**config.mk**
```make
export PLATFORM = sky130hd
export DESIGN_NAME = uart_rx_line_buffer
export DESIGN_NICKNAME = d
export VERILOG_FILES = /design/src/rtl/urlb_pkg.sv /design/src/rtl/urlb_ram.sv /design/src/rtl/urlb_cfg.sv /design/src/rtl/urlb_ctrl.sv /design/src/rtl/uart_rx_line_buffer.sv
export SDC_FILE = /design/constraint.sdc
export NUM_CORES = 2
export LEC_CHECK = 0
export BUFFER_PORTS_ARGS = -buffer_cell sky130_fd_sc_hd__clkbuf_2
export CORE_ASPECT_RATIO = 1.5
export CORE_MARGIN = 5
export CORE_UTILIZATION = 52
export DETAILED_ROUTE_END_ITERATION = 10
export HOLD_SLACK_MARGIN = 0.02
export PLACE_DENSITY = 0.81
export SYNTH_ARGS = -nofsm -noshare
export SYNTH_HDL_FRONTEND = slang
export SYNTH_HIERARCHICAL = 1
export SYNTH_SLANG_ARGS = --single-unit
```
**constraint.sdc**
```tcl
create_clock -name clk -period 3.55 [get_ports clk]
set_input_delay 0.1775 -clock clk [delete_from_list [all_inputs] [get_ports clk]]
set_output_delay 0.1775 -clock clk [all_outputs]
set_load 0.02 [all_outputs]
```
**src/rtl/urlb_pkg.sv**
```systemverilog
// Shared constants, types and helpers for the UART receive line buffer.
`timescale 1ns / 1ps
`default_nettype none
package urlb_pkg;

    // Ring depth default
    localparam int RING_DEPTH_DEF = 256;

    // Destination size register
    localparam int          SIZE_W     = 7;
    localparam int          USED_W     = 6;
    localparam logic [6:0]  SIZE_LIMIT = 7'd64;
    localparam logic [6:0]  SIZE_RESET = 7'd64;

    // APB register map
    localparam int          APB_ADDR_W   = 3;
    localparam int          APB_DATA_W   = 32;
    localparam logic        REG_SIZE_IDX = 1'b0;

    // Request kinds carried on s_tuser
    localparam logic FUNC_PUSH = 1'b0;
    localparam logic FUNC_READ = 1'b1;

    // Line terminators
    localparam logic [7:0] CH_LF = 8'h0A;
    localparam logic [7:0] CH_CR = 8'h0D;

    // Memory strobes from the controller to the ring memory
    typedef struct packed {
        logic wr_en;
        logic rd_en;
    } mem_ctl_t;

    function automatic logic is_term(input logic [7:0] b);
        is_term = (b == CH_LF) || (b == CH_CR);
    endfunction

endpackage
`default_nettype wire

```
**src/rtl/urlb_ram.sv**
```systemverilog
// Byte ring storage: one write port, one registered read port.
`timescale 1ns / 1ps
`default_nettype none
module urlb_ram #(
    parameter int RING_DEPTH = urlb_pkg::RING_DEPTH_DEF,
    localparam int PTR_W     = $clog2(RING_DEPTH)
) (
    input  wire logic               clk,
    input  wire urlb_pkg::mem_ctl_t mem_ctl,
    input  wire logic [PTR_W-1:0]   wr_addr,
    input  wire logic [7:0]         wr_data,
    input  wire logic [PTR_W-1:0]   rd_addr,
    output logic [7:0]              rd_data
);

    logic [7:0] mem [RING_DEPTH];
    logic [7:0] rd_data_reg;

    // Write port
    always_ff @(posedge clk)
    begin
        if (mem_ctl.wr_en)
        begin
            mem[wr_addr] <= wr_data;
        end
    end

    // Read port, registered: data valid in the cycle after the strobe and held until the next
    always_ff @(posedge clk)
    begin
        if (mem_ctl.rd_en)
        begin
            rd_data_reg <= mem[rd_addr];
        end
    end

    assign rd_data = rd_data_reg;

endmodule
`default_nettype wire

```
**src/rtl/urlb_cfg.sv**
```systemverilog
// APB register block holding the destination size.
`timescale 1ns / 1ps
`default_nettype none
module urlb_cfg (
    input  wire logic                                clk,
    input  wire logic                                rst_n,
    input  wire logic                                psel,
    input  wire logic                                penable,
    input  wire logic                                pwrite,
    input  wire logic [urlb_pkg::APB_ADDR_W-1:0]     paddr,
    input  wire logic [urlb_pkg::APB_DATA_W-1:0]     pwdata,
    output logic [urlb_pkg::APB_DATA_W-1:0]          prdata,
    output logic                                     pready,
    output logic [urlb_pkg::SIZE_W-1:0]              out_buffer_size
);

    logic [urlb_pkg::SIZE_W-1:0] size_reg;
    logic                        sel_size;

    // Word decode ignores the byte offset
    assign sel_size = (paddr[2] == urlb_pkg::REG_SIZE_IDX);
    assign pready   = 1'b1;

    always_ff @(posedge clk or negedge rst_n)
    begin
        if (!rst_n)
        begin
            size_reg <= urlb_pkg::SIZE_RESET;
        end
        else if (psel && penable && pwrite && pready && sel_size)
        begin
            size_reg <= pwdata[urlb_pkg::SIZE_W-1:0];
        end
    end

    // Read back
    always_comb
    begin
        prdata = '0;
        if (sel_size)
        begin
            prdata = {{(urlb_pkg::APB_DATA_W - urlb_pkg::SIZE_W){1'b0}}, size_reg};
        end
    end

    assign out_buffer_size = size_reg;

endmodule
`default_nettype wire

```
**src/rtl/urlb_ctrl.sv**
```systemverilog
// Ring pointers, terminator count, line walk sequencer and output register.
`timescale 1ns / 1ps
`default_nettype none
module urlb_ctrl #(
    parameter int RING_DEPTH = urlb_pkg::RING_DEPTH_DEF,
    localparam int PTR_W     = $clog2(RING_DEPTH)
) (
    input  wire logic                          clk,
    input  wire logic                          rst_n,
    input  wire logic [urlb_pkg::SIZE_W-1:0]   out_buffer_size,
    // request stream
    input  wire logic                          s_tvalid,
    output logic                               s_tready,
    input  wire logic [7:0]                    s_tdata,
    input  wire logic [0:0]                    s_tuser,
    // result stream
    output logic                               m_tvalid,
    input  wire logic                          m_tready,
    output logic [7:0]                         m_tdata,
    output logic [1:0]                         m_tuser,
    output logic                               m_tlast,
    // ring memory
    output urlb_pkg::mem_ctl_t                 mem_ctl,
    output logic [PTR_W-1:0]                   wr_addr,
    output logic [7:0]                         wr_data,
    output logic [PTR_W-1:0]                   rd_addr,
    input  wire logic [7:0]                    rd_data
);

    typedef enum logic [2:0] {
        ST_IDLE = 3'b001,
        ST_DATA = 3'b010,
        ST_SWAL = 3'b100
    } state_t;

    localparam logic [PTR_W-1:0] PTR_LAST = PTR_W'(RING_DEPTH - 1);

    function automatic logic [PTR_W-1:0] ptr_inc(input logic [PTR_W-1:0] p);
        ptr_inc = (p == PTR_LAST) ? '0 : p + 1'b1;
    endfunction

    state_t                       state_reg, state_next;
    logic [PTR_W-1:0]             wp_reg, wp_next;
    logic [PTR_W-1:0]             rp_reg, rp_next;
    logic [PTR_W-1:0]             tc_reg, tc_next;
    logic [urlb_pkg::USED_W-1:0]  used_reg, used_next;
    logic                         pend_valid_reg, pend_valid_next;
    logic [7:0]                   pend_char_reg, pend_char_next;
    logic                         out_valid_reg, out_valid_next;
    logic [7:0]                   out_char_reg, out_char_next;
    logic                         out_cv_reg, out_cv_next;
    logic                         out_rdy_reg, out_rdy_next;
    logic                         out_last_reg, out_last_next;

    logic                         out_free;
    logic                         in_fire;
    logic [urlb_pkg::SIZE_W-1:0]  size_sat;
    logic                         keep;
    logic                         load_out;
    logic [7:0]                   o_char;
    logic                         o_cv;
    logic                         o_rdy;
    logic                         o_last;

    assign out_free = !out_valid_reg || m_tready;
    assign s_tready = (state_reg == ST_IDLE) && out_free;
    assign in_fire  = s_tvalid && s_tready;
    assign size_sat = (out_buffer_size > urlb_pkg::SIZE_LIMIT) ? urlb_pkg::SIZE_LIMIT
                                                               : out_buffer_size;
    assign keep     = ({1'b0, used_reg} + 1'b1) < size_sat;
    assign wr_addr  = wp_reg;
    assign wr_data  = s_tdata;
    assign rd_addr  = rp_reg;

    // Sequencer
    always_comb
    begin
        state_next      = state_reg;
        wp_next         = wp_reg;
        rp_next         = rp_reg;
        tc_next         = tc_reg;
        used_next       = used_reg;
        pend_valid_next = pend_valid_reg;
        pend_char_next  = pend_char_reg;
        mem_ctl         = '0;
        load_out        = 1'b0;
        o_char          = '0;
        o_cv            = 1'b0;
        o_rdy           = 1'b0;
        o_last          = 1'b0;

        unique case (state_reg)
            ST_IDLE:
            begin
                if (in_fire)
                begin
                    if (s_tuser[0] == urlb_pkg::FUNC_PUSH)
                    begin
                        // store unless full; one slot stays free
                        if (ptr_inc(wp_reg) != rp_reg)
                        begin
                            mem_ctl.wr_en = 1'b1;
                            wp_next       = ptr_inc(wp_reg);
                            if (urlb_pkg::is_term(s_tdata))
                            begin
                                tc_next = tc_reg + 1'b1;
                            end
                        end
                    end
                    else if (size_sat != '0 && tc_reg != '0)
                    begin
                        // a full line is in the ring: start the walk
                        mem_ctl.rd_en   = 1'b1;
                        rp_next         = ptr_inc(rp_reg);
                        used_next       = '0;
                        pend_valid_next = 1'b0;
                        state_next      = ST_DATA;
                    end
                    else
                    begin
                        // not ready
                        load_out = 1'b1;
                        o_last   = 1'b1;
                    end
                end
            end

            ST_DATA:
            begin
                if (urlb_pkg::is_term(rd_data))
                begin
                    if (rp_reg != wp_reg)
                    begin
                        // look at the byte after the terminator
                        tc_next       = tc_reg - 1'b1;
                        mem_ctl.rd_en = 1'b1;
                        state_next    = ST_SWAL;
                    end
                    else if (out_free)
                    begin
                        tc_next    = tc_reg - 1'b1;
                        load_out   = 1'b1;
                        o_char     = pend_valid_reg ? pend_char_reg : 8'h00;
                        o_cv       = pend_valid_reg;
                        o_rdy      = 1'b1;
                        o_last     = 1'b1;
                        state_next = ST_IDLE;
                    end
                end
                else if (!(keep && pend_valid_reg) || out_free)
                begin
                    // held character goes out once a newer one is kept
                    if (keep)
                    begin
                        if (pend_valid_reg)
                        begin
                            load_out = 1'b1;
                            o_char   = pend_char_reg;
                            o_cv     = 1'b1;
                            o_rdy    = 1'b1;
                        end
                        pend_valid_next = 1'b1;
                        pend_char_next  = rd_data;
                        used_next       = used_reg + 1'b1;
                    end
                    mem_ctl.rd_en = 1'b1;
                    rp_next       = ptr_inc(rp_reg);
                end
            end

            ST_SWAL:
            begin
                if (out_free)
                begin
                    // CRLF, or any other pair of terminators, counts as one line end
                    if (urlb_pkg::is_term(rd_data))
                    begin
                        rp_next = ptr_inc(rp_reg);
                        tc_next = tc_reg - 1'b1;
                    end
                    load_out   = 1'b1;
                    o_char     = pend_valid_reg ? pend_char_reg : 8'h00;
                    o_cv       = pend_valid_reg;
                    o_rdy      = 1'b1;
                    o_last     = 1'b1;
                    state_next = ST_IDLE;
                end
            end

            default:
            begin
                state_next = ST_IDLE;
            end
        endcase
    end

    // Output register
    always_comb
    begin
        out_valid_next = out_valid_reg;
        out_char_next  = out_char_reg;
        out_cv_next    = out_cv_reg;
        out_rdy_next   = out_rdy_reg;
        out_last_next  = out_last_reg;
        if (load_out)
        begin
            out_valid_next = 1'b1;
            out_char_next  = o_char;
            out_cv_next    = o_cv;
            out_rdy_next   = o_rdy;
            out_last_next  = o_last;
        end
        else if (m_tready)
        begin
            out_valid_next = 1'b0;
        end
    end

    // Control state
    always_ff @(posedge clk or negedge rst_n)
    begin
        if (!rst_n)
        begin
            state_reg      <= ST_IDLE;
            wp_reg         <= '0;
            rp_reg         <= '0;
            tc_reg         <= '0;
            used_reg       <= '0;
            pend_valid_reg <= 1'b0;
            out_valid_reg  <= 1'b0;
        end
        else
        begin
            state_reg      <= state_next;
            wp_reg         <= wp_next;
            rp_reg         <= rp_next;
            tc_reg         <= tc_next;
            used_reg       <= used_next;
            pend_valid_reg <= pend_valid_next;
            out_valid_reg  <= out_valid_next;
        end
    end

    // Payload
    always_ff @(posedge clk)
    begin
        pend_char_reg <= pend_char_next;
        out_char_reg  <= out_char_next;
        out_cv_reg    <= out_cv_next;
        out_rdy_reg   <= out_rdy_next;
        out_last_reg  <= out_last_next;
    end

    assign m_tvalid = out_valid_reg;
    assign m_tdata  = out_char_reg;
    assign m_tuser  = {out_rdy_reg, out_cv_reg};
    assign m_tlast  = out_last_reg;

endmodule
`default_nettype wire

```
**src/rtl/uart_rx_line_buffer.sv**
```systemverilog
// Top level of the UART receive line buffer.
//
// Requests enter on the s_ stream: s_tuser selects push (0) or read-line (1),
// s_tdata carries the received byte for a push. Pushes store into a byte ring
// of RING_DEPTH entries, one slot kept free; a push into a full ring is dropped
// and gives no result. A read-line gives results on the m_ stream: m_tdata is
// a kept character, m_tuser flags char_valid and line_ready, m_tlast closes
// the request. With no complete line (or size zero) one not-ready result is
// given and nothing is consumed. out_buffer_size sits at APB address 0.
// The ring memory has a registered read port. The walk reads one byte per
// cycle while the receiver takes results, and reads one more byte when a
// byte follows the terminator. A running count of stored terminators
// answers the line-present test at once. Reset empties the ring and sets
// the size to 64. A stalled receiver holds the walk at its next result;
// requests are taken only between reads.
`timescale 1ns / 1ps
`default_nettype none
module uart_rx_line_buffer #(
    parameter int RING_DEPTH = urlb_pkg::RING_DEPTH_DEF
) (
    input  wire logic                                clk,
    input  wire logic                                rst_n,
    // APB configuration
    input  wire logic                                psel,
    input  wire logic                                penable,
    input  wire logic                                pwrite,
    input  wire logic [urlb_pkg::APB_ADDR_W-1:0]     paddr,
    input  wire logic [urlb_pkg::APB_DATA_W-1:0]     pwdata,
    output logic [urlb_pkg::APB_DATA_W-1:0]          prdata,
    output logic                                     pready,
    // request stream
    input  wire logic                                s_tvalid,
    output logic                                     s_tready,
    input  wire logic [7:0]                          s_tdata,   // [7:0] rx_byte
    input  wire logic [0:0]                          s_tuser,   // [0] func
    // result stream
    output logic                                     m_tvalid,
    input  wire logic                                m_tready,
    output logic [7:0]                               m_tdata,   // [7:0] line_char
    output logic [1:0]                               m_tuser,   // [0] char_valid, [1] line_ready
    output logic                                     m_tlast
);

    localparam int PTR_W = $clog2(RING_DEPTH);

    logic [urlb_pkg::SIZE_W-1:0] out_buffer_size;
    urlb_pkg::mem_ctl_t          mem_ctl;
    logic [PTR_W-1:0]            wr_addr;
    logic [7:0]                  wr_data;
    logic [PTR_W-1:0]            rd_addr;
    logic [7:0]                  rd_data;

    urlb_cfg u_cfg (
        .clk             (clk),
        .rst_n           (rst_n),
        .psel            (psel),
        .penable         (penable),
        .pwrite          (pwrite),
        .paddr           (paddr),
        .pwdata          (pwdata),
        .prdata          (prdata),
        .pready          (pready),
        .out_buffer_size (out_buffer_size)
    );

    urlb_ram #(
        .RING_DEPTH (RING_DEPTH)
    ) u_ram (
        .clk     (clk),
        .mem_ctl (mem_ctl),
        .wr_addr (wr_addr),
        .wr_data (wr_data),
        .rd_addr (rd_addr),
        .rd_data (rd_data)
    );

    urlb_ctrl #(
        .RING_DEPTH (RING_DEPTH)
    ) u_ctrl (
        .clk             (clk),
        .rst_n           (rst_n),
        .out_buffer_size (out_buffer_size),
        .s_tvalid        (s_tvalid),
        .s_tready        (s_tready),
        .s_tdata         (s_tdata),
        .s_tuser         (s_tuser),
        .m_tvalid        (m_tvalid),
        .m_tready        (m_tready),
        .m_tdata         (m_tdata),
        .m_tuser         (m_tuser),
        .m_tlast         (m_tlast),
        .mem_ctl         (mem_ctl),
        .wr_addr         (wr_addr),
        .wr_data         (wr_data),
        .rd_addr         (rd_addr),
        .rd_data         (rd_data)
    );

endmodule
`default_nettype wire

```
; After elaboration in Yosys (flattened, before gate mapping)
; Memories as Yosys holds them, arrays and structs flattened. A register that Yosys moved wholly into a read port is not among the register bits.
; Index checks and enable logic that the tools add are counted.
; W data, S select, Z words.
[word_totals]
word_cells = 154
ram_bits = 2048
regBits = 61
n_memories = 1
[classes]
reduce_logical = 24
magnitude_cmp = 2
n_eq_ne = 24
mux = 81
bitwise_logic = 3
n_addsub = 6
[mem_list]
columns = name, words, word_bits, read_ports, rd_clocked_by_memory_dff, write_ports, line
row1 = u_ram.mem, 256, 8, 1, 1, 1, urlb_ram.sv:16  ; logic [7:0] mem [RING_DEPTH];
[ops]
columns = cell, count
row1 = $mux W8, 24
row2 = $pmux W8 S3, 2
row3 = $mux W6, 6
row4 = $eq A8 B4 Y1 const B, 4
row5 = $mux W1, 31
row6 = $add A8 B1 Y8 const B, 3
row7 = $mux W3, 6
row8 = $eq A8 B8 Y1 const B, 2
row9 = $ne A8 B8 Y1, 2
row10 = $pmux W8 S2, 1
row11 = $mux W7, 2
row12 = $ne A2 B1 Y1 const B, 6
row13 = $ne A2 B2 Y1 const B, 6
row14 = $pmux W6 S2, 1
row15 = $reduce_and A4 Y1, 3
row16 = $pmux W3 S3, 1
row17 = $reduce_and A9 Y1, 1
row18 = $pmux W1 S2, 4
row19 = $reduce_and A8 Y1, 1
row20 = $reduce_bool A8 Y1, 1
row21 = $sub A8 B1 Y8 const B, 1
row22 = $add A6 B1 Y7 const B, 1
row23 = $gt A7 B7 Y1 const B, 1
row24 = $logic_and A1 B1 Y1, 7
row25 = 15 further kinds, 23

; Depth between registers and ports, before layout
[depth]
word_depth = 10
ltp_mapped = 13

; Cells and area by module
; Netlist, hierarchy kept.
[by_module_without_submodules]
columns = mod, cells_per_inst, area_each_um2, seq_area_each_um2, n_inst
row1 = urlb_ram, 3733, 79636.4, 61739.2, 1
row2 = urlb_ctrl, 364, 3631.0, 1447.6, 1
row3 = urlb_cfg, 50, 543.0, 176.4, 1

; Worst setup path before layout
; Ideal clock, no wire load.
[synth_path]
path_kind = register -> register
start = register u_ctrl.wp_reg[1], in the netlist u_ctrl/wr_addr[1]
end = memory u_ram.mem[234][0], enable pin
required_time_ns = 3.180
path_stages_with_launch = 13
setup_slack_ns = -0.220
arrival_time_ns = 3.400
path_cell_list = dfrtp_1 ha_1 and3_1 nand3_1 a221oi_4 nor2_1 a211oi_2 buf_4 clkbuf_1 buf_1 nand3_1 clkbuf_1 nor2_1
[synth_rtl]
columns = element, line
row1 = "start, declared", urlb_ctrl.sv:43  ; logic [PTR_W-1:0] wp_reg, wp_next;
row2 = "start signal, assigned", urlb_ctrl.sv:235  ; wp_reg <= wp_next;
row3 = "end, declared", urlb_ram.sv:16

; Final worst setup path
[layout_path]
start = register u_ctrl.rp_reg[2], in the netlist u_ctrl/rd_addr[2]
end = register u_ram.rd_data_reg[6], in the netlist u_ram/rd_data[6] (read register of u_ram.mem), data pin
[layout_between]
elab_chain_cells = 4
[layout_lines]
columns = element, line
row1 = "start, declared", urlb_ctrl.sv:44  ; logic [PTR_W-1:0] rp_reg, rp_next;
row2 = "start signal, assigned", urlb_ctrl.sv:236  ; rp_reg <= rp_next;
row3 = $ne A8 B8 Y1, urlb_ctrl.sv:132  ; if (rp_reg != wp_reg)
row4 = $mux W1, urlb_ctrl.sv:132
row5 = $mux W1, urlb_ctrl.sv:130  ; if (urlb_pkg::is_term(rd_data))
row6 = $pmux W1 S2, urlb_ctrl.sv:92  ; unique case (state_reg)
row7 = "end, declared", urlb_ram.sv:17  ; logic [7:0] rd_data_reg;
; Parallel ways exist; a longest one is shown, timed or not.
; A chain may end at the register's enable or synchronous reset.

==> metrics <==
outcome=finished, final reports clean; Ports=97; Arrival @ worst endpoint=~4.0 ns; Root Buffer=clkbuf_16; Overall Power=~0.065 W; vias in the first global route=45.3k; Filler Cell Count=10.6k; HP Start=s_tdata[4]; Non-Filler Instances=6,741; Hold Path Depth=1; global route total overflow=0; DRC violation count after routing=0; crit end category=register; worst reg2reg path depth=9; Routed WL=206,000 µm; leakage=30.0 nW; Cells after DPL=6,416; post-synthesis cell type count=94; fin crit share=0.983; CTS tree=yes; share of layout cells above drive strength 1=0.277; Overall Global Routing Usage=0.243; Hold EP=u_ram/mem[168][4]; Tightest Hold Check Type=in -> reg; count of final max-slew check failures=0; Top reg by flops=u_ram/mem; RR Endpoint=u_ram/rd_data[6]; final net count=4,585; Max IR drop VDD=a little under 0.0007 V; final hold violations=0; Setup WS pre-CTS=-0.120 ns; # rows=180; Crit path required time=between 4 and 5 ns; synthesized instance count=4,147; CTS clk-pin slew, worst paths=0.06 ns; RSZ-0062 raised after global routing=true; CTS Buf Count=170; Final ANT Viol Nets=0; H-tree Lvls=4; #FFs+latches synth=2,117; synthesized area per cell=20.2 µm²; cell area after synthesis=around 0.084 mm²; Clk Latency, worst-skew pair=approximately 0.8 ns; f_max=287 MHz; via count=roughly 44k; Final setup viols=0; CTS Sinks=about 2.1k; Core Region=0.160 mm²; area leader, netlist=edfxtp_1; Largest register FFs=around 2.0k; crit-path cells=buf_4, buf_4, nand3b_1, o22ai_1, a211oi_2, a21oi_1, a22oi_1, buf_4, nor4_2; Final Critical Period=3.49 ns; largest net degree at the start of global routing=257; yosys synthesis warning count=6; Die H=~500 µm; worst setup margin=0.0603 ns; initial antenna violation count=4; drt wl/cell=30.5 µm; CP Max Fanout=17; hpwl dp=124,000 µm; multi-input logic area=0.0192 mm²; DR pass1 iterations=6; Synth area leaders=edfxtp_1 (74%), mux4_2 (12%), mux2i_1 (1.6%); area grow syn2layout=13.1%; number of flops mapped to enable cells by yosys=just over 2k; Clock Tree Buf Depth=3; via density per instance=6.58; register area share after synthesis=0.756; die width=338 µm; Worst Skew=0.0244 ns; slowest library cell on the worst path=dfrtp_4; Worst-Margin Slew=1.46 ns; Slew HR=0.0279; most frequent cells in the layout=edfxtp_1 (2,075), mux4_2 (454), buf_4 (346); Critical Path Max Stage Delay=0.56 ns; first-pass GRT wire length=302,000 µm; reg-to-reg setup timing slack=0.06 ns; Power Dens Cells=685 mW/mm²; top cell type's share of synthesized area=0.743; Worst R2R Start=u_ctrl/rd_addr[2]; commonest non-fill, non-tap cell in the layout=edfxtp_1; max_cap viols=0; crit path kind=reg -> reg; PortBufs=43; Top FF cell, synth=edfxtp_1; Initial Util=0.523; FF+latch area=0.0634 mm²; DRT iter0 DRCs=6,378; TNS Setup=0 ns; Crit path top cell by count=buf_4; Final GP Congestion=0.908; Die ar.=0.169 mm²; Worst Setup Start Kind=register; ys async rst share=0.0198
## layer usage
metal | routed length (µm) | share of wire | track usage
met5 | 13 | 0.000063 | 0
met4 | 16300 | 0.079 | 0.159
met3 | 19600 | 0.095 | 0.0460
met2 | 105000 | 0.51 | 0.410
met1 | 65400 | 0.32 | 0.285
## worst max path at each step
stage | start | to | slack [ns] | cells after the start
floorplan | u_ctrl/wr_addr[1] | u_ram/mem[112][0] | -0.08 | 12
global placement | u_ctrl/rd_addr[0] | u_ram/rd_data[7] | -0.02 | 9
detailed placement | u_ctrl/rd_addr[0] | u_ram/rd_data[7] | -0.12 | 9
CTS | u_ctrl/rd_addr[0] | u_ram/rd_data[3] | 0.006 | 8
global route | u_ctrl/rd_addr[0] | u_ram/rd_data[3] | -0.02 | 9
finish | u_ctrl/rd_addr[2] | u_ram/rd_data[6] | 0.06 | 9
## timing repair
| item | CTS | global route |
|---|---|---|
| endpoints found under the hold margin | 313 | 0 |
| hold buffers | 22 | 0 |
| setup endpoints to repair | 2 | 297 |
| gates resized for setup | 2 | 11 |
| setup buffers | 0 | 1 |
## through the flow
step	utilization	instance area, µm²	hold WS, ns
6_report	0.591	94800	0.0421
5_1_grt	0.591	94800	0.0754
4_1_cts	0.591	94700	0.0447
3_5_place_dp	0.555	89000	0.415
3_3_place_gp	0.555	89000	0.413
2_1_floorplan	-	84300	-0.118
## synthesized netlist by cell type (all sizes together) (8+ instances only)
cell type	count
and2	18
nor4	34
o21ai	28
nor3	31
mux2i	136
o211ai	15
a211oi	21
nand3	45
clkbuf	116
a21oi	114
a21o	8
edfxtp	2075
nand4	14
ha	15
a31oi	8
mux4	456
nand2b	13
nor2b	41
xor2	15
o22ai	30
a221oi	15
o221ai	48
dfrtp	40
nand2	68
nor2	296
mux2	14
a22o	13
inv	8
a22oi	134
buf	169
xnor2	13
## where the power goes
group | switching (W) | internal [W] | leakage (nW)
sequential | 0.000335 | 0.0278 | 19.2
combinational | 0.0102 | 0.00778 | 8.10
clock | 0.00842 | 0.0105 | 2.69
total | 0.0190 | 0.0460 | 30.0
## kinds of logic (layout without fill, tap and decap cells)
| group | Yosys count | count (layout) | synth area share |
|---|---|---|---|
| xor gates and xnor gates | 28 | 28 | 0.00293 |
| DFF | 2117 | 2117 | 0.756 |
| adders and majority gates | 16 | 16 | 0.00248 |
| other | 2 | 28 | 0.0000896 |
| and+or+nand+nor | 607 | 607 | 0.0347 |
| AOI/OAI and AO/OA | 477 | 477 | 0.0408 |
| muxes | 606 | 606 | 0.141 |
| buffers and inverters | 294 | 769 | 0.0220 |
## area by class of cell
cell class / instances / area share
inverter: 9 / 0.000356
tap: 2093 / 0.0276
timing repair buffer: 460 / 0.0429
multi-input combinational: 1760 / 0.203
sequential: 2117 / 0.668
clock inverter: 86 / 0.00925
antenna: 2 / 0.0000528
clock buffer: 214 / 0.0488
## critical path, delay by kind of cell (launching register included)
family / cells / cell delay (ns)
AOI/OAI and AO/OA: 4 / 1.25
DFF: 1 / 0.56
and+or+nand+nor: 2 / 0.61
buffers and inverters: 3 / 0.76
(Power assumes the default switching activity.)
